### src/rtl/y2c_pkg.sv
// ----------------------------------------------------------------------------
// y2c_pkg
// Shared widths, register indexes and the output saturation function of the
// YIQ to YCbCr converter.
// ----------------------------------------------------------------------------
package y2c_pkg;

    localparam int COEF_FRAC_BITS = 16;
    localparam int OUT_WIDTH      = 16;

    // Input and register field widths.
    localparam int LUMA_IN_W   = 18;
    localparam int CHROMA_W    = 17;
    localparam int BLACK_W     = 16;
    localparam int GAIN_W      = 24;
    localparam int COEF_W      = 24;
    localparam int CFG_DATA_W  = 24;
    localparam int CFG_IDX_W   = 3;

    // Luma datapath widths.
    localparam int LDIFF_W  = LUMA_IN_W + 1;
    localparam int LPROD_W  = LDIFF_W + GAIN_W + 1;
    localparam int LSCL_W   = LPROD_W + 3;
    localparam int LFLR_W   = LSCL_W - COEF_FRAC_BITS - 2;

    // Chroma datapath widths.
    localparam int CPROD_W  = CHROMA_W + COEF_W;
    localparam int CSUM_W   = CPROD_W + 1;
    localparam int CFLR_W   = CSUM_W - COEF_FRAC_BITS;

    // Width of a value handed to the saturation stage.
    localparam int SAT_W    = 32;

    localparam logic signed [SAT_W-1:0] LUMA_OFFSET   = SAT_W'(16 <<< (OUT_WIDTH - 8));
    localparam logic signed [SAT_W-1:0] CHROMA_OFFSET = SAT_W'(128 <<< (OUT_WIDTH - 8));
    localparam logic signed [SAT_W-1:0] OUT_MAX       = SAT_W'((1 <<< OUT_WIDTH) - 1);

    localparam logic [GAIN_W-1:0] LUMA_GAIN_RST = GAIN_W'(65536);

    typedef enum logic [CFG_IDX_W-1:0] {
        CFG_BLACK_LEVEL    = 3'd0,
        CFG_LUMA_GAIN      = 3'd1,
        CFG_WHITE_POINT_75 = 3'd2,
        CFG_CB_FROM_I      = 3'd3,
        CFG_CB_FROM_Q      = 3'd4,
        CFG_CR_FROM_I      = 3'd5,
        CFG_CR_FROM_Q      = 3'd6
    } t_cfg_idx;

    // Load enables of pipeline stages two to four.
    typedef struct packed {
        logic en2;
        logic en3;
        logic en4;
    } t_pipe_en;

    function automatic logic [OUT_WIDTH-1:0] f_sat(input logic signed [SAT_W-1:0] v);
        if (v < 0) begin
            return '0;
        end else if (v > OUT_MAX) begin
            return '1;
        end else begin
            return v[OUT_WIDTH-1:0];
        end
    endfunction

endpackage

### src/rtl/y2c_chroma_mac.sv
// ----------------------------------------------------------------------------
// y2c_chroma_mac
// One chroma output channel: two products, their sum floored, then offset
// and saturation. Occupies pipeline stages two to four.
// ----------------------------------------------------------------------------
module y2c_chroma_mac
    import y2c_pkg::*;
(
    input  logic                       i_clk,
    input  t_pipe_en                   i_en,
    input  logic signed [CHROMA_W-1:0] i_ci,
    input  logic signed [CHROMA_W-1:0] i_cq,
    input  logic signed [COEF_W-1:0]   i_wi,
    input  logic signed [COEF_W-1:0]   i_wq,
    output logic [OUT_WIDTH-1:0]       o_out
);

    logic signed [CPROD_W-1:0] r_pi;
    logic signed [CPROD_W-1:0] r_pq;
    logic signed [CFLR_W-1:0]  r_flr;
    logic [OUT_WIDTH-1:0]      r_out;

    logic signed [CSUM_W-1:0]  n_sum;
    logic signed [CFLR_W-1:0]  n_flr;
    logic [OUT_WIDTH-1:0]      n_out;

    always_comb begin
        n_sum = CSUM_W'(r_pi) + CSUM_W'(r_pq);
        // Dropping the fraction bits of a two's complement value floors it.
        n_flr = n_sum[CSUM_W-1:COEF_FRAC_BITS];
        n_out = f_sat(SAT_W'(r_flr) + CHROMA_OFFSET);
    end

    always_ff @(posedge i_clk) begin
        if (i_en.en2) begin
            r_pi <= i_ci * i_wi;
            r_pq <= i_cq * i_wq;
        end
        if (i_en.en3) begin
            r_flr <= n_flr;
        end
        if (i_en.en4) begin
            r_out <= n_out;
        end
    end

    assign o_out = r_out;

endmodule

### config.mk
export PLATFORM = sky130hd
export DESIGN_NAME = y2c_chroma_mac
export DESIGN_NICKNAME = d
export VERILOG_FILES = /design/src/rtl/y2c_pkg.sv /design/src/rtl/y2c_chroma_mac.sv
export SDC_FILE = /design/constraint.sdc
export NUM_CORES = 2
export LEC_CHECK = 0
export ABC_AREA = 1
export BUFFER_PORTS_ARGS = -buffer_cell sky130_fd_sc_hd__buf_4
export CORE_ASPECT_RATIO = 1.25
export CORE_MARGIN = 4
export CORE_UTILIZATION = 55
export DETAILED_ROUTE_END_ITERATION = 12
export GPL_TIMING_DRIVEN = 0
export PLACE_DENSITY = 0.82
export SLEW_MARGIN = 0
export SYNTH_ARGS = -nofsm -noshare
export SYNTH_HDL_FRONTEND = slang
export SYNTH_SLANG_ARGS = --single-unit
### constraint.sdc
create_clock -name i_clk -period 10 [get_ports i_clk]
set_clock_uncertainty 0.1 [all_clocks]
set_input_delay 2 -clock i_clk [delete_from_list [all_inputs] [get_ports i_clk]]
set_output_delay 2 -clock i_clk [all_outputs]
set_load 0.02 [all_outputs]
; ---- Yosys cells after proc, flatten, opt, wreduce, memory -nomap -nowiden
; Index checks and enable logic that the tools add are counted.
[totals]
register_bits = 124
input_bits = 86
output_inout_bits = 16
elab_cells = 11
[classes]
n_addsub = 2
mul = 2
n_lt_le_gt_ge = 2
mux = 1
[ops]
columns = op, count
row1 = multiplier 17 x 24 -> 41 bit, 2
row2 = adder 41 x 41 -> 42 bit, 1
row3 = adder 26 x 17 -> 27 bit (second input constant), 1
row4 = > comparator 27 x 17 -> 1 bit (second input constant), 1
row5 = less-than comparator 27 x 1 -> 1 bit (second input constant), 1
row6 = two-way mux 16 bit, 1

; ---- Depth between registers and ports, before layout
[depth]
word_depth = 3
mapped_depth = 29
ltp_nobuf = 27

; ---- Worst setup path after synthesis
; No wires, ideal clock.
[synth_path]
path_kind = input to register
start = input i_wq[23]
end = register r_pq[39] (data pin)
setup_time_ps = 253
t_arrival_ps = 7115
t_required_ps = 9647
slack_ps = 2533
stages = 20
path_buffers = 2
path_cell_list = clkbuf_1 > clkbuf_1 > nand2_1 > fa_1 > inv_1 > fa_1 > fa_1 > inv_1 > fa_1 > inv_1 > fa_1 > fa_1 > ha_1 > inv_1 > nor3_1 > nand2_1 > nor2_1 > nand3_1 > nand4_1 > nand2_1
[synth_via]
elab_chain_len = 1
[synth_lines]
columns = element, line
row1 = from (decl), y2c_chroma_mac.sv:14  ; input logic signed [COEF_W-1:0] i_wq,
row2 = multiplier 17 x 24 -> 41 bit, y2c_chroma_mac.sv:37  ; r_pq <= i_cq * i_wq;
row3 = to (signal assigned), y2c_chroma_mac.sv:37
row4 = to (decl), y2c_chroma_mac.sv:19  ; logic signed [CPROD_W-1:0] r_pq;
; No other way between the ends.
; A chain may end at the register's enable or synchronous reset.

; ---- Worst setup path in the final report
; Ends and elaborated chain as after synthesis.

==> summary.md <==
| Metric | Value |
|---|---|
| Outcome | `complete, no violations` |
| Unique masters post-synth | `28` |
| Global-route wire length before repair | `approximately 180,000 um` |
| Shortest period the worst path allows | `8.21 ns` |
| Synth top area share | `41.4%` |
| GRT Overall Usage | `a little under a third` |
| CTS tree | `yes` |
| Fill cell count | `between 6,000 and 7,000` |
| Critical Path RT | `roughly 10 ns` |
| Via Count | `32,100` |
| Clock tree buffer depth | `2` |
| Die area | `74,900 sq um` |
| Slowest stage cell, crit path | `fa_1` |
| Largest fanout of any net on the critical path | `10` |
| Sort of element at the start of the critical path | `input pin` |
| Arrival time worst endpoint | `8.31 ns` |
| Most common cell on crit path | `fa_1` |
| Number of synthesized flops with an enable pin | `~120` |
| Yosys reg bits | `between 100 and 150` |
| Actual transition at the worst max-transition pin | `around 1.1 ns` |
| Mapped Cells | `~5,200` |
| Clock buffers created by TritonCTS | `17` |
| Synth Area per Inst | `~7.5 sq um` |
| Number of detailed-routing iterations run before antenna repair | `6` |
| Startpoint of the worst hold path | `r_flr[6]$_DFFE_PP_` |
| Finished Cell Area | `41,000 sq um` |
| Number of top-level pins | `roughly 100` |
| Die height | `approximately 300 um` |
| Standard cell core area | `69,700 sq um` |
| Area grow syn2layout | `5.58%` |
| Clock-pin slew on the worst setup and hold paths | `0.07 ns` |
| FFs w/ async S/R, synth | `0%` |
| Startpoint-to-endpoint class of the critical path | `input pin to flip-flop` |
| Largest stage delay, worst path | `just over 0.7 ns` |
| Post-DR wirelength/cell | `~18 um` |
| DPL Wire Length | `between 90,000 and 100,000 um` |
| Share of final-layout standard cells stronger than drive strength 1 | `1.98%` |
| Initial antenna violation count | `0` |
| Total nets after synthesis | `approximately 6,300` |
| Max Fclk | `around 120 MHz` |
| Global route overflow | `0` |
| Number of cells on the worst hold path | `2` |
| Max-cap violations | `0` |
| Count of input and output buffers | `53` |
| Buffers inserted by post-CTS timing repair | `0` |
| Ys Warns | `0` |
| CTS Sinks | `around 120` |
| Number of pins with negative max-slew slack in the final report | `0` |
| Main area contributors after synthesis | `fa_1, nand2_1, inv_1, edfxtp_1, ha_1` |
| Number of antenna diodes | `0` |
| Routed vias/inst | `roughly 5.2` |
| Number of design rule violations left after detail routing | `0` |
| Type of the tightest min-delay check | `flip-flop to flip-flop` |
| Unrepaired setup endpoints after global routing | `no` |
| Number of nets at the end of the flow | `between 6,000 and 7,000` |
| Most frequent cell after synthesis | `nand2_1` |
| Count of routing violations after the opening detailed-route iteration | `around 2,500` |
| Via count of the first global-routing pass | `around 34,000` |
| Sequence of cells on the critical path | `clkbuf_1 > clkbuf_1 > nand2_1 > fa_1 > inv_1 > fa_1 > fa_1 > inv_1 > fa_1 > inv_1 > fa_1 > fa_1 > ha_1 > inv_1 > nor3_1 > nand2_1 > nor2_1 > nand3_1 > nand4_1 > nand2_1` |
| Effective utilization at floorplan | `~56%` |
| Critical path launch point | `i_wq[23]` |
| Total number of placement rows | `~110` |
| Horizontal die dimension | `between 200 and 250 um` |
| Final Hold Vio Count | `0` |
| Final ANT Viol Nets | `0` |
| Pin count of the biggest net entering global routing | `83` |
| Top FF cell, synth | `edfxtp_1` |
| Final number of setup-violating endpoints | `0` |
| Setup TNS Final | `0 ns` |
| Final cycle utilization of the critical path | `82.1%` |
| Post-place instance area | `40,400 sq um` |
| Sequential element share of the synthesized area | `a little under a tenth` |
| CTS resizes | `0` |
| Cell types with the highest counts after synthesis | `nand2_1, inv_1, fa_1` |
| CP endpoint kind | `flip-flop` |
| Clock latency on the worst-skew pair | `0.43 ns` |
| Number of H-tree levels | `4` |
| Worst Reg2Reg Path Length in Cells | `10` |
| Netlist Area Pre-Place | `38,800 sq um` |
| Normalized max-slew margin | `around 30%` |
| Detailed-route wire length | `around 110,000 um` |
| CTS root buf | `clkbuf_16` |
| Post-CTS Hold Buffers | `0` |
| FF-to-FF Start | `r_pi[40]$_DFFE_PP_` |
| Final RePlAce weighted congestion | `slightly above 1` |
| Most area-hungry cell type in the Yosys netlist | `fa_1` |
==> metrics by stage <==
step / util [%] / std cells / hold slack, ns / setup slack [ns]
final: 58.7 / 6200 / 0.478 / 1.79
after CTS: 58.7 / 6200 / 0.479 / 1.82
after global placement: 57.9 / 6168 / 0.460 / 1.46
after detailed placement: 57.9 / 6168 / 0.463 / 1.38
after global routing: 58.7 / 6200 / 0.511 / 1.47
after floorplan: - / 5180 / 0.438 / 2.53
==> final cells by class <==
class / instances / area [sq um] / share of cell area (%)
buffer: 166 / 638 / 1.56
clock buffer: 17 / 425 / 1.04
clock inverter: 15 / 170 / 0.415
inverter: 1516 / 5690 / 13.9
multi-input combinational: 3374 / 28700 / 70.2
sequential: 124 / 3720 / 9.09
tap: 935 / 1170 / 2.86
timing repair buffer: 53 / 398 / 0.972
==> flip-flops by register name (all words and copies together), names as in the netlist <==
| signal | count |
|---|---|
| r_pi | 41 |
| r_flr | 26 |
| r_pq | 41 |
| o_out | 16 |
==> worst max-delay path: cells and delay by family <==
kind	cells	cell delay, ns
adders and majority gates	7	3.89
and+or+nand+nor	7	1.21
buffers and inverters	6	1.20
==> cells by family (layout without fill, tap and decap cells) <==
logic type               after synthesis  after routing  synth area share, %
AO/OA/AOI/OAI                        140            140                 2.02
adder cells (fa/ha/maj)             1042           1042                 49.1
AND/OR/NAND/NOR                     2130           2130                 21.5
XOR/XNOR                              62             62                 1.40
flip-flops                           124            124                 9.60
buffers and inverters               1682           1767                 16.3
==> path summary, 6_finish.rpt <==
check / endpoint / slack, ns
hold / removal: o_out[6]$_SDFFCE_PN0P_ / 0.48
setup / recovery: r_pq[39]$_DFFE_PP_ / 1.79
hold reg to reg: o_out[6]$_SDFFCE_PN0P_ / 0.48
setup reg to reg: r_flr[25]$_DFFE_PP_ / 7.39
==> routing by layer <==
metal  part of all wire (%)  GRT usage [%]  vias to the layer above
li1                       -              -                    14800
met1                     36           36.9                    15400
met2                     49           52.3                     1500
met3                    7.9           4.17                      380
met4                    7.2           17.1                        0
met5                      0              0                        -
==> cell usage in the layout (no fill, tap or decap), types with 10 or more instances in the layout <==
cell / n
nor3_1: 16
nand4_1: 25
nand3_1: 143
or2_2: 10
edfxtp_1: 124
ha_1: 240
o21ai_0: 21
nand2_1: 1618
xor2_1: 52
clkbuf_16: 17
xnor2_1: 10
inv_1: 1516
buf_4: 53
clkbuf_1: 163
o21bai_1: 26
fa_1: 802
a21oi_1: 86
nor2_1: 304
Power is left out: the tool's default activity adds up to more than one toggle a clock period on the data nets, which glitch-free logic cannot reach.
